File: config.mk
export PLATFORM = sky130hd
export DESIGN_NAME = lpcf_map
export DESIGN_NICKNAME = d
export VERILOG_FILES = /design/src/hdl/lpcf_pkg.sv /design/src/hdl/lpcf_map.sv
export SDC_FILE = /design/constraint.sdc
export NUM_CORES = 1
export LEC_CHECK = 0
export BUFFER_PORTS_ARGS = -buffer_cell sky130_fd_sc_hd__buf_4
export CAP_MARGIN = 5
export CORE_ASPECT_RATIO = 1.4
export CORE_MARGIN = 5
export CORE_UTILIZATION = 55
export CTS_BUF_LIST = sky130_fd_sc_hd__clkbuf_8 sky130_fd_sc_hd__clkbuf_16
export DETAILED_ROUTE_END_ITERATION = 8
export PLACE_DENSITY = 0.79
export REMOVE_ABC_BUFFERS = 1
export SLEW_MARGIN = 40
export SYNTH_ARGS = -nofsm -noshare
export SYNTH_HDL_FRONTEND = slang
export SYNTH_SLANG_ARGS = --single-unit
File: constraint.sdc
create_clock -name clk -period 3.95 [get_ports clk]
set_input_delay 0 -clock clk [delete_from_list [all_inputs] [get_ports clk]]
set_output_delay 0 -clock clk [all_outputs]
set_load 0.01 [all_outputs]
File: src/hdl/lpcf_pkg.sv
// lpcf_pkg: shared types, codes and helpers for the LED panel chain frame store.
// Used by lpcf_map and led_panel_chain_framebuffer. No dependencies.
`default_nettype none
package lpcf_pkg;

  // Default geometry, handed to the top-level parameters
  localparam int PANEL_ROWS_DEF = 16;
  localparam int PANEL_COLS_DEF = 16;
  localparam int MAX_PANELS_DEF = 32;

  // Fixed field widths
  localparam int COLOR_W   = 24;
  localparam int POS_W     = 9;
  localparam int CNT_W     = 6;
  localparam int OMAP_W    = 64;
  localparam int OUT_ROW_W = 4;
  localparam int OUT_COL_W = 9;
  localparam int CFG_IDX_W = 2;

  // Reciprocal divide: exact quotient for 12-bit values by divisors up to 64
  localparam int RECIP_SHIFT = 18;
  localparam int RECIP_W     = 17;
  localparam int DIVIN_W     = 12;
  localparam int QUOT_W      = 11;

  typedef enum logic [1:0] {
    CMD_WRITE = 2'd0,
    CMD_READ  = 2'd1,
    CMD_CLEAR = 2'd2,
    CMD_FILL  = 2'd3
  } cmd_t;

  typedef enum logic [CFG_IDX_W-1:0] {
    REG_FILL_COLOR     = 2'd0,
    REG_PANEL_COUNT    = 2'd1,
    REG_PANELS_PER_ROW = 2'd2,
    REG_ORIENTATION    = 2'd3
  } reg_t;

  typedef enum logic [1:0] {
    ROT_UP  = 2'd0,
    ROT_CW  = 2'd1,
    ROT_180 = 2'd2,
    ROT_CCW = 2'd3
  } orient_t;

  typedef enum logic [2:0] {
    ST_INIT,
    ST_IDLE,
    ST_MAP,
    ST_READ,
    ST_RESULT,
    ST_CLEAR,
    ST_FILL
  } state_t;

  // Handed from the mapper to the controller
  typedef struct packed {
    logic done;
    logic outside;
  } map_status_t;

  // floor(x / d) with m = ceil(2^RECIP_SHIFT / d)
  function automatic logic [QUOT_W-1:0] recip_div(input logic [DIVIN_W-1:0] x,
                                                  input logic [RECIP_W-1:0] m);
    logic [DIVIN_W+RECIP_W-1:0] p;
    p = (DIVIN_W+RECIP_W)'(x) * (DIVIN_W+RECIP_W)'(m);
    return p[RECIP_SHIFT+QUOT_W-1:RECIP_SHIFT];
  endfunction

endpackage
`default_nettype wire

File: src/hdl/lpcf_map.sv
// lpcf_map: seven-stage pipeline that maps a chain or global pixel position to
// a store address, with the outside-of-chain check. Depends on lpcf_pkg.
`default_nettype none
module lpcf_map #(
  parameter int PANEL_ROWS = lpcf_pkg::PANEL_ROWS_DEF,
  parameter int PANEL_COLS = lpcf_pkg::PANEL_COLS_DEF,
  parameter int MAX_PANELS = lpcf_pkg::MAX_PANELS_DEF,
  localparam int RW_W       = $clog2(PANEL_ROWS),
  localparam int CW_W       = $clog2(PANEL_COLS),
  localparam int CHAIN_COLS = PANEL_COLS * MAX_PANELS,
  localparam int BC_W       = $clog2(CHAIN_COLS),
  localparam int DEPTH      = PANEL_ROWS * CHAIN_COLS,
  localparam int AW         = $clog2(DEPTH)
) (
  input  wire logic                         clk,
  input  wire logic                         rst,
  input  wire logic                         start,
  input  wire logic                         raw,
  input  wire logic [lpcf_pkg::POS_W-1:0]   row,
  input  wire logic [lpcf_pkg::POS_W-1:0]   col,
  input  wire logic [lpcf_pkg::CNT_W-1:0]   panel_count,
  input  wire logic [lpcf_pkg::CNT_W-1:0]   panels_per_row,
  input  wire logic [lpcf_pkg::OMAP_W-1:0]  orientation_map,
  output lpcf_pkg::map_status_t             status,
  output logic      [RW_W-1:0]              brow,
  output logic      [BC_W-1:0]              bcol,
  output logic      [AW-1:0]                addr
);

  localparam int STAGES = 7;
  localparam int PN_W   = (MAX_PANELS > 1) ? $clog2(MAX_PANELS) : 1;
  localparam int QW     = lpcf_pkg::QUOT_W;
  localparam int DW     = lpcf_pkg::DIVIN_W;
  localparam logic [lpcf_pkg::RECIP_W-1:0] RECIP_R =
    lpcf_pkg::RECIP_W'(((2 ** lpcf_pkg::RECIP_SHIFT) + PANEL_ROWS - 1) / PANEL_ROWS);
  localparam logic [lpcf_pkg::RECIP_W-1:0] RECIP_C =
    lpcf_pkg::RECIP_W'(((2 ** lpcf_pkg::RECIP_SHIFT) + PANEL_COLS - 1) / PANEL_COLS);

  // bit 0 marks the held word, bit k marks stage k loaded
  logic [STAGES:0] vld;

  // stage 1
  logic [QW-1:0] s1_qr, s1_qc;
  logic [12:0]   s1_rw;
  logic [lpcf_pkg::CNT_W-1:0] s1_pan;
  // stage 2
  logic [RW_W-1:0] s2_lr;
  logic [CW_W-1:0] s2_lc;
  logic [16:0]     s2_base;
  logic            s2_odd, s2_col_out, s2_chain_out;
  logic [DW-1:0]   s2_diff;
  logic [QW-1:0]   s2_qc;
  logic [lpcf_pkg::CNT_W-1:0] s2_pan;
  // stage 3
  logic [QW-1:0]   s3_qd, s3_qlc, s3_qlr, s3_qc;
  logic [RW_W-1:0] s3_lr;
  logic [CW_W-1:0] s3_lc;
  logic [16:0]     s3_base;
  logic            s3_odd, s3_col_out, s3_chain_out;
  logic [lpcf_pkg::CNT_W-1:0] s3_pan;
  // stage 4
  logic [16:0]     s4_panel;
  logic [RW_W-1:0] s4_lr, s4_lcr;
  logic [CW_W-1:0] s4_lc, s4_lrc;
  logic            s4_col_out, s4_chain_out;
  logic [lpcf_pkg::CNT_W-1:0] s4_pan;
  // stage 5
  logic [RW_W-1:0] s5_nr;
  logic [CW_W-1:0] s5_nc;
  logic [PN_W-1:0] s5_pidx;
  logic            s5_outside;
  // stage 6
  logic [RW_W-1:0] s6_brow;
  logic [BC_W-1:0] s6_bcol;
  logic            s6_outside;
  // stage 7
  logic            s7_outside;

  logic [15:0] lr_full, lc_full, lrc_full, lcr_full;
  logic [12:0] diff_full;
  logic [PN_W-1:0] pidx;
  lpcf_pkg::orient_t orient;
  logic [RW_W-1:0] nr;
  logic [CW_W-1:0] nc;
  logic outside_g;

  assign lr_full   = 16'(row) - 16'(s1_qr) * 16'(PANEL_ROWS);
  assign lc_full   = 16'(col) - 16'(s1_qc) * 16'(PANEL_COLS);
  assign diff_full = s1_rw - 13'(col) - 13'd1;
  assign lrc_full  = 16'(s3_lr) - 16'(s3_qlc) * 16'(PANEL_COLS);
  assign lcr_full  = 16'(s3_lc) - 16'(s3_qlr) * 16'(PANEL_ROWS);

  // rotation by the panel's orientation
  assign pidx      = s4_panel[PN_W-1:0];
  assign orient    = lpcf_pkg::orient_t'(orientation_map[{pidx, 1'b0} +: 2]);
  assign outside_g = s4_col_out || (s4_panel >= 17'(s4_pan));

  always_comb begin
    unique case (orient)
      lpcf_pkg::ROT_CW: begin
        nr = s4_lcr;
        nc = CW_W'(PANEL_COLS - 1) - s4_lrc;
      end
      lpcf_pkg::ROT_180: begin
        nr = RW_W'(PANEL_ROWS - 1) - s4_lr;
        nc = CW_W'(PANEL_COLS - 1) - s4_lc;
      end
      lpcf_pkg::ROT_CCW: begin
        nr = RW_W'(PANEL_ROWS - 1) - s4_lcr;
        nc = s4_lrc;
      end
      default: begin
        nr = s4_lr;
        nc = s4_lc;
      end
    endcase
  end

  always_ff @(posedge clk) begin
    if (rst) begin
      vld <= '0;
    end else begin
      vld <= {vld[STAGES-1:0], start};
    end
  end

  always_ff @(posedge clk) begin
    // stage 1: quotients of row and column by the panel size
    s1_qr  <= lpcf_pkg::recip_div(DW'(row), RECIP_R);
    s1_qc  <= lpcf_pkg::recip_div(DW'(col), RECIP_C);
    s1_rw  <= 13'(panels_per_row) * 13'(PANEL_COLS);
    s1_pan <= (panel_count > lpcf_pkg::CNT_W'(MAX_PANELS)) ?
              lpcf_pkg::CNT_W'(MAX_PANELS) : panel_count;
    // stage 2: local position, panel row base, serpentine distance
    s2_lr        <= lr_full[RW_W-1:0];
    s2_lc        <= lc_full[CW_W-1:0];
    s2_base      <= 17'(s1_qr) * 17'(panels_per_row);
    s2_odd       <= s1_qr[0];
    s2_col_out   <= 13'(col) >= s1_rw;
    s2_diff      <= diff_full[DW-1:0];
    s2_chain_out <= (10'(row) >= 10'(PANEL_ROWS)) ||
                    (13'(col) >= 13'(s1_pan) * 13'(PANEL_COLS));
    s2_qc        <= s1_qc;
    s2_pan       <= s1_pan;
    // stage 3: reversed panel offset, cross-axis quotients for rotation
    s3_qd        <= lpcf_pkg::recip_div(s2_diff, RECIP_C);
    s3_qlc       <= lpcf_pkg::recip_div(DW'(s2_lr), RECIP_C);
    s3_qlr       <= lpcf_pkg::recip_div(DW'(s2_lc), RECIP_R);
    s3_qc        <= s2_qc;
    s3_lr        <= s2_lr;
    s3_lc        <= s2_lc;
    s3_base      <= s2_base;
    s3_odd       <= s2_odd;
    s3_col_out   <= s2_col_out;
    s3_chain_out <= s2_chain_out;
    s3_pan       <= s2_pan;
    // stage 4: panel number and cross-axis remainders
    s4_panel     <= s3_base + 17'(s3_odd ? s3_qd : s3_qc);
    s4_lrc       <= lrc_full[CW_W-1:0];
    s4_lcr       <= lcr_full[RW_W-1:0];
    s4_lr        <= s3_lr;
    s4_lc        <= s3_lc;
    s4_col_out   <= s3_col_out;
    s4_chain_out <= s3_chain_out;
    s4_pan       <= s3_pan;
    // stage 5: rotate
    s5_nr      <= nr;
    s5_nc      <= nc;
    s5_pidx    <= pidx;
    s5_outside <= raw ? outside_g : s4_chain_out;
    // stage 6: chain column
    s6_brow    <= raw ? s5_nr : RW_W'(row);
    s6_bcol    <= raw ? (BC_W'(s5_nc) + BC_W'(s5_pidx) * BC_W'(PANEL_COLS)) : BC_W'(col);
    s6_outside <= s5_outside;
    // stage 7: linear address
    brow       <= s6_brow;
    bcol       <= s6_bcol;
    addr       <= AW'(s6_brow) * AW'(CHAIN_COLS) + AW'(s6_bcol);
    s7_outside <= s6_outside;
  end

  assign status = '{done: vld[STAGES], outside: s7_outside};

endmodule
`default_nettype wire

==> results.toml, run 1 <==
[worst_setup_path]
cpMostUsedCell = "fa_1"
cp-start-kind = "flop"
path_buf_inv = 1
worstPathRequired_ns = 4.25
critPathSlowestCell = "fa_1"
path_cells = "nand2_1, fa_1, fa_1, fa_1, inv_1, ha_1, a21oi_1, o21bai_1, a21o_1, a21oi_1, o21ai_0, xor2_1"
worstPathMaxFanout = 6
critPathKind = "reg -> reg"
cp_slowest_stage_delay_ns = 0.54
critPathTopFamily = "adder cells"
cp-end-kind = "flop"
arrival_ns = 3.90

[clock_network]
insertion_delay_ns = 0.42
ctsLongestPathBuffers = 2
cts_root_buffer = "clkbuf_16"
h-tree-depth = 4
cts_resized = 0
cts-buffers-inserted = 17
cts_tree = "done"
clk_pin_slew_ns = 0.07
cts.sinks = 182
postCtsSetupRepairBufs = 0

[power]
power_switching_mw = 1.57
comb_power_share = 0.246
ir_drop_mv = 0.292
p_int_mw = 3.76
leakage_nw = 4.05
seq_power_share = 0.452
powerDensity_nw_per_um2 = 610
pwr-share-clk = 0.303
swShare = 0.294

[synthesis]
synthFlopType = "dfxtp_1"
synth.top_cells.by_area = "dfxtp_1 (53%), ha_1 (8.0%), fa_1 (3.8%)"
yosysMostFrequentCell = "dfxtp_1"
synth_cells = 578
synth_common_cells = "dfxtp_1 (182), inv_1 (54), ha_1 (44)"
synth_top_area_frac = 0.530
synth.avg_cell_area_sq_um = 11.9
syn_area_sq_um = 6870
yosysWarningCount = 0
synth_cell_type_count = 49
async_reset_ff_frac = 0
synth_edf_count = 0
seq_area_frac_synth = 0.530
yosysTopAreaCell = "dfxtp_1"
synth-seq-cells = 182

[sta]
min_period_over_period = 0.912
tightest_slew_ns = 0.712
period_needed_ns = 3.60
finalWorstSetupSlack_ns = 0.346
setup_viol = 0
tns_ns = 0
finalMaxSlewViolations = 0
finalClockSkew_ns = 0.0110
slew_headroom = 0.524
rsz0062_at_grt = "no"
finalHoldViolations = 0
max_freq_ghz = 0.277

[global_route]
grt_pass1_vias = 4866
grt_antenna_before_repair = 0
grt_max_degree = 23
globalRouteTotalUtil = 0.199
grt.overflow.total = 0
grt_pass1_wl_um = 23400

[place]
io_buffers = 125
gp_congestion = 0.867
place_ws_ns = 0.411
hpwl_um = 10500

[min_path]
hold_class = "in -> reg"

[final_layout]
areaGrowthSynthToFinish_pct = 27.1
diodes = 0
fillers = 861
multi_input_area_sq_um = 2850
drive_gt1_frac = 0.249
seqCellArea_sq_um = 3640
nNetsFinal = 884

[floorplan]
die_y_um = 142
die_area_sq_um = 14900
row_count = 48
start_util = 0.558
num_io_pins = 126
core_area_sq_um = 12300
fp.dieW_um = 104

[route]
drc = 0
wl_met2_um = 7650
highest_layer = "met4"
dr.pass1.iters = 4
ant_nets = 0
vias = 4559
routed-wl-met3_um = 580
routedLengthMet1_um = 5620
drt_iter0_markers = 178
routed_via_density = 5.11
post_drt_wl_per_cell_um = 15.9
drt_wl_total_um = 14200

[run_status]
status = "complete, no violations"

[run]
cap_violations = 0
==> kinds of logic (layout without fill, tap and decap cells) <==
kind of cell               Yosys count  after routing  share of synthesized area
DFF                                182            182                      0.530
and+or+nand+nor                    110            110                     0.0869
buffers and inverters               80            244                     0.0554
AOI/OAI and AO/OA                   73             73                     0.0650
adders and majority gates           57             57                      0.118
muxes                               42             42                      0.101
xor gates and xnor gates            34             34                     0.0434
==> layer usage <==
layer	vias up	GRT usage
met3	28	0.0458
met2	130	0.361
met4	0	0.0778
met1	2170	0.225
met5	-	0
li1	2231	-
==> area by class of cell <==
type / count / area share
clock buffer: 17 / 0.0487
sequential: 182 / 0.418
multi-input combinational: 316 / 0.326
clock inverter: 15 / 0.0178
timing repair buffer: 158 / 0.145
inverter: 54 / 0.0232
tap: 150 / 0.0215
==> metrics by stage <==
| step | hold WS [ns] | instances | power (mW) | utilization | instance area [sq um] |
|---|---|---|---|---|---|
| 2_1_floorplan | 0.0277 | 552 | 3.29 | - | 6690 |
| 3_3_place_gp | 0.111 | 827 | 3.66 | 0.635 | 7820 |
| 3_5_place_dp | 0.113 | 827 | 3.72 | 0.635 | 7820 |
| 4_1_cts | 0.206 | 892 | 5.37 | 0.709 | 8730 |
| 5_1_grt | 0.233 | 892 | 5.63 | 0.709 | 8730 |
| 6_report | 0.236 | 892 | 5.33 | 0.709 | 8730 |
==> layout by cell type (no fill, tap or decap), drive strengths merged, types with 3 or more instances in the layout <==
master	synthesis	routed
a211oi	3	3
buf	20	125
nor2	10	10
o21bai	4	4
o211ai	3	3
a21o	10	10
nand2b	3	3
clkbuf	6	17
inv	54	65
xor2	13	13
o21ai	20	20
xnor2	21	21
mux2i	14	14
nand3	4	4
a21oi	24	24
fa	13	13
clkinv	0	3
nor3	8	8
dfxtp	182	182
dlygate4sd3	0	33
nand2	32	32
ha	44	44
mux2	11	11
mux4	17	17
and2	22	22
nor2b	16	16
nor3b	3	3
==> repair_timing <==
item / in CTS / in global routing
endpoints found under the hold margin: 57 / 0
endpoints found under the setup margin: 0 / 0
hold buffers: 33 / 0
==> path summary, 6_finish.rpt <==
check	start	endpoint	slack, ns	cells past startpoint
min	row[7]	s1_qr[3]	0.24	2
min reg2reg	s2_base[10]	s3_base[10]	0.33	0
max	s1_qr[4]	s2_base[10]	0.35	12
max reg2reg	s1_qr[4]	s2_base[10]	0.35	12
==> flip-flops by register name (all words and copies together), names as in the netlist, 6 cells and up <==
signal,flops
vld,8
s4_panel,12
s6_bcol,9
s1_rw,6
s1_pan,6
s3_qd,8
s4_pan,6
s2_pan,6
s2_base,11
addr,13
s3_pan,6
s2_diff,8
s3_base,11
==> power by group through the flow <==
stage / combinational (mW) / clock [mW] / sequential, mW
floorplan: 0.876 / 0 / 2.41
global placement: 1.23 / 0 / 2.43
detailed placement: 1.28 / 0 / 2.44
CTS: 1.32 / 1.64 / 2.41
global route: 1.46 / 1.72 / 2.45
finish: 1.31 / 1.61 / 2.41
Power figures use the tool's default switching activity.
==> inputs of run 2 (changes only) <==
- PLACE_DENSITY: 0.79 -> 0.9
==> results.toml, run 2 (synthesized netlist as in run 1, its figures left out) <==
[run_status]
status = "complete, no violations"

[final_layout]
largest-register = "addr"
final_common_cell = "dfxtp_1"
nNetsFinal = 887
drive_gt1_frac = 0.251
diodes = 0
largestRegisters = "addr: 13 flops, s4_panel: 12 flops"
fillers = 788
largest_register_ffs = 13
areaGrowthSynthToFinish_pct = 28.1
mostFrequentLayoutCells = "dfxtp_1 (182), buf_4 (128), inv_1 (54), ha_1 (44), dlygate4sd3_1 (33)"

[power]
power_switching_mw = 1.66
powerDensity_nw_per_um2 = 621
p_int_mw = 3.80
seq_power_share = 0.435
leakage_nw = 4.08
comb_power_share = 0.258
fin_total_pwr_mw = 5.46
swShare = 0.305
pwr-share-clk = 0.307
ir_drop_mv = 0.329

[min_path]
hold_path.startpoint = "row[3]"
hold_class = "in -> reg"
holdPathEnd = "s2_lr[3]"
worstHoldPathCells = 2

[clock_network]
insertion_delay_ns = 0.43
cts_tree = "done"
h-tree-depth = 4
cts_root_buffer = "clkbuf_16"
clk_pin_slew_ns = 0.08
cts-buffers-inserted = 17
ctsLongestPathBuffers = 2
cts.sinks = 182
postCtsSetupRepairBufs = 0

[place]
hpwl_um = 10900
io_buffers = 125
gp_congestion = 0.887

[route]
post_drt_wl_per_cell_um = 17.6
vias = 4661
drt_wl_total_um = 15700
dr.pass1.iters = 5
drt_iter0_markers = 220
ant_nets = 0
drc = 0
routed_via_density = 5.21

[floorplan]
fp.dieW_um = 104
row_count = 48
num_io_pins = 126
die_y_um = 142
core_area_sq_um = 12300
die_area_sq_um = 14900
start_util = 0.558

[run]
cap_violations = 0

[sta]
period_needed_ns = 3.55
min_period_over_period = 0.899
finalClockSkew_ns = 0.0177
tns_ns = 0
finalMaxSlewViolations = 0
rsz0062_at_grt = "no"
tightest_slew_ns = 0.729
slew_headroom = 0.513
setup_viol = 0
finalHoldViolations = 0
max_freq_ghz = 0.281

[global_route]
grt_antenna_before_repair = 0
grt_pass1_vias = 5134
grt_max_degree = 23
grt_pass1_wl_um = 25400
grt.overflow.total = 0
globalRouteTotalUtil = 0.218

[worst_setup_path]
rrSetupSlack_ns = 0.40
cp-end-kind = "flop"
worstPathRequired_ns = 4.25
r2r-end = "s2_base[10]"
r2r_start = "s1_qr[4]"
critPathKind = "reg -> reg"
reg2regPathDepth = 12
worstPathMaxFanout = 6
cp-start-kind = "flop"
arrival_ns = 3.85
-- run 2: changes by cell type in the layout (fill, tap and decap cells not counted), sizes merged --
cell | previous run | this run
buf | 125 | 128
clkinv | 3 | 9
clkinvlp | 1 | 0
inv | 65 | 60
-- run 2: layout make-up --
| cell class | instances | area, sq um | share of cell area |
|---|---|---|---|
| multi-input cells | 316 | 2850 | 0.323 |
| inverters | 54 | 203 | 0.0230 |
| clock buffers | 17 | 425 | 0.0484 |
| repair buffers | 161 | 1290 | 0.147 |
| well taps | 150 | 188 | 0.0213 |
| clock inverters | 15 | 201 | 0.0229 |
| flip-flops and latches | 182 | 3640 | 0.414 |
-- run 2: metrics by stage --
stage                     hold slack [ns]   util  instances  setup WS [ns]  instance area [sq um]
final                               0.227  0.715        895          0.397                   8800
after global routing                0.220  0.715        895          0.176                   8800
after CTS                           0.216  0.715        895          0.403                   8800
after detailed placement            0.112  0.637        830          0.430                   7840
after global placement              0.111  0.637        830          0.504                   7840
after floorplan                    0.0277      -        552          0.623                   6690
-- run 2: per-layer routing --
metal	track usage	vias to the layer above	wire [um]
met5	0	-	0
met4	0.0839	0	498
met3	0.0613	36	883
met2	0.434	188	8850
met1	0.207	2194	5520
li1	-	2243	-
-- run 2: power groups by stage --
| stage | Sequential, mW | Clock (mW) | Combinational, mW |
|---|---|---|---|
| after detailed placement | 2.41 | 0 | 1.35 |
| after global placement | 2.39 | 0 | 1.30 |
| after CTS | 2.37 | 1.71 | 1.42 |
| after global routing | 2.41 | 1.79 | 1.54 |
| after floorplan | 2.41 | 0 | 0.876 |
| final | 2.38 | 1.68 | 1.41 |
-- run 2: worst max path at each step --
stage	depth (start not counted)	endpoint	slack [ns]	start
6_report	12	s2_base[10]	0.40	s1_qr[4]
5_1_grt	12	s2_base[10]	0.18	s1_qr[3]
4_1_cts	12	s2_base[10]	0.40	s1_qr[4]
3_5_place_dp	12	s2_base[10]	0.43	s1_qr[4]
3_3_place_gp	12	s2_base[10]	0.50	s1_qr[4]
2_1_floorplan	13	s2_base[10]	0.62	s1_qr[4]
-- run 2: repair_timing --
| item | CTS | global route |
|---|---|---|
| endpoints found under the hold margin | 57 | 0 |
| resized for setup | 0 | 0 |
| hold buffers | 33 | 0 |
-- run 2: critical path, cell delays in order, from the launching register on --
cell      delay, ns
dfxtp_1        0.40
nand2_1        0.10
fa_1           0.51
fa_1           0.52
fa_1           0.54
inv_1          0.04
ha_1           0.34
a21oi_1        0.17
o21bai_1       0.11
a21o_1         0.19
a21oi_1        0.22
o21ai_0        0.15
xor2_1         0.15
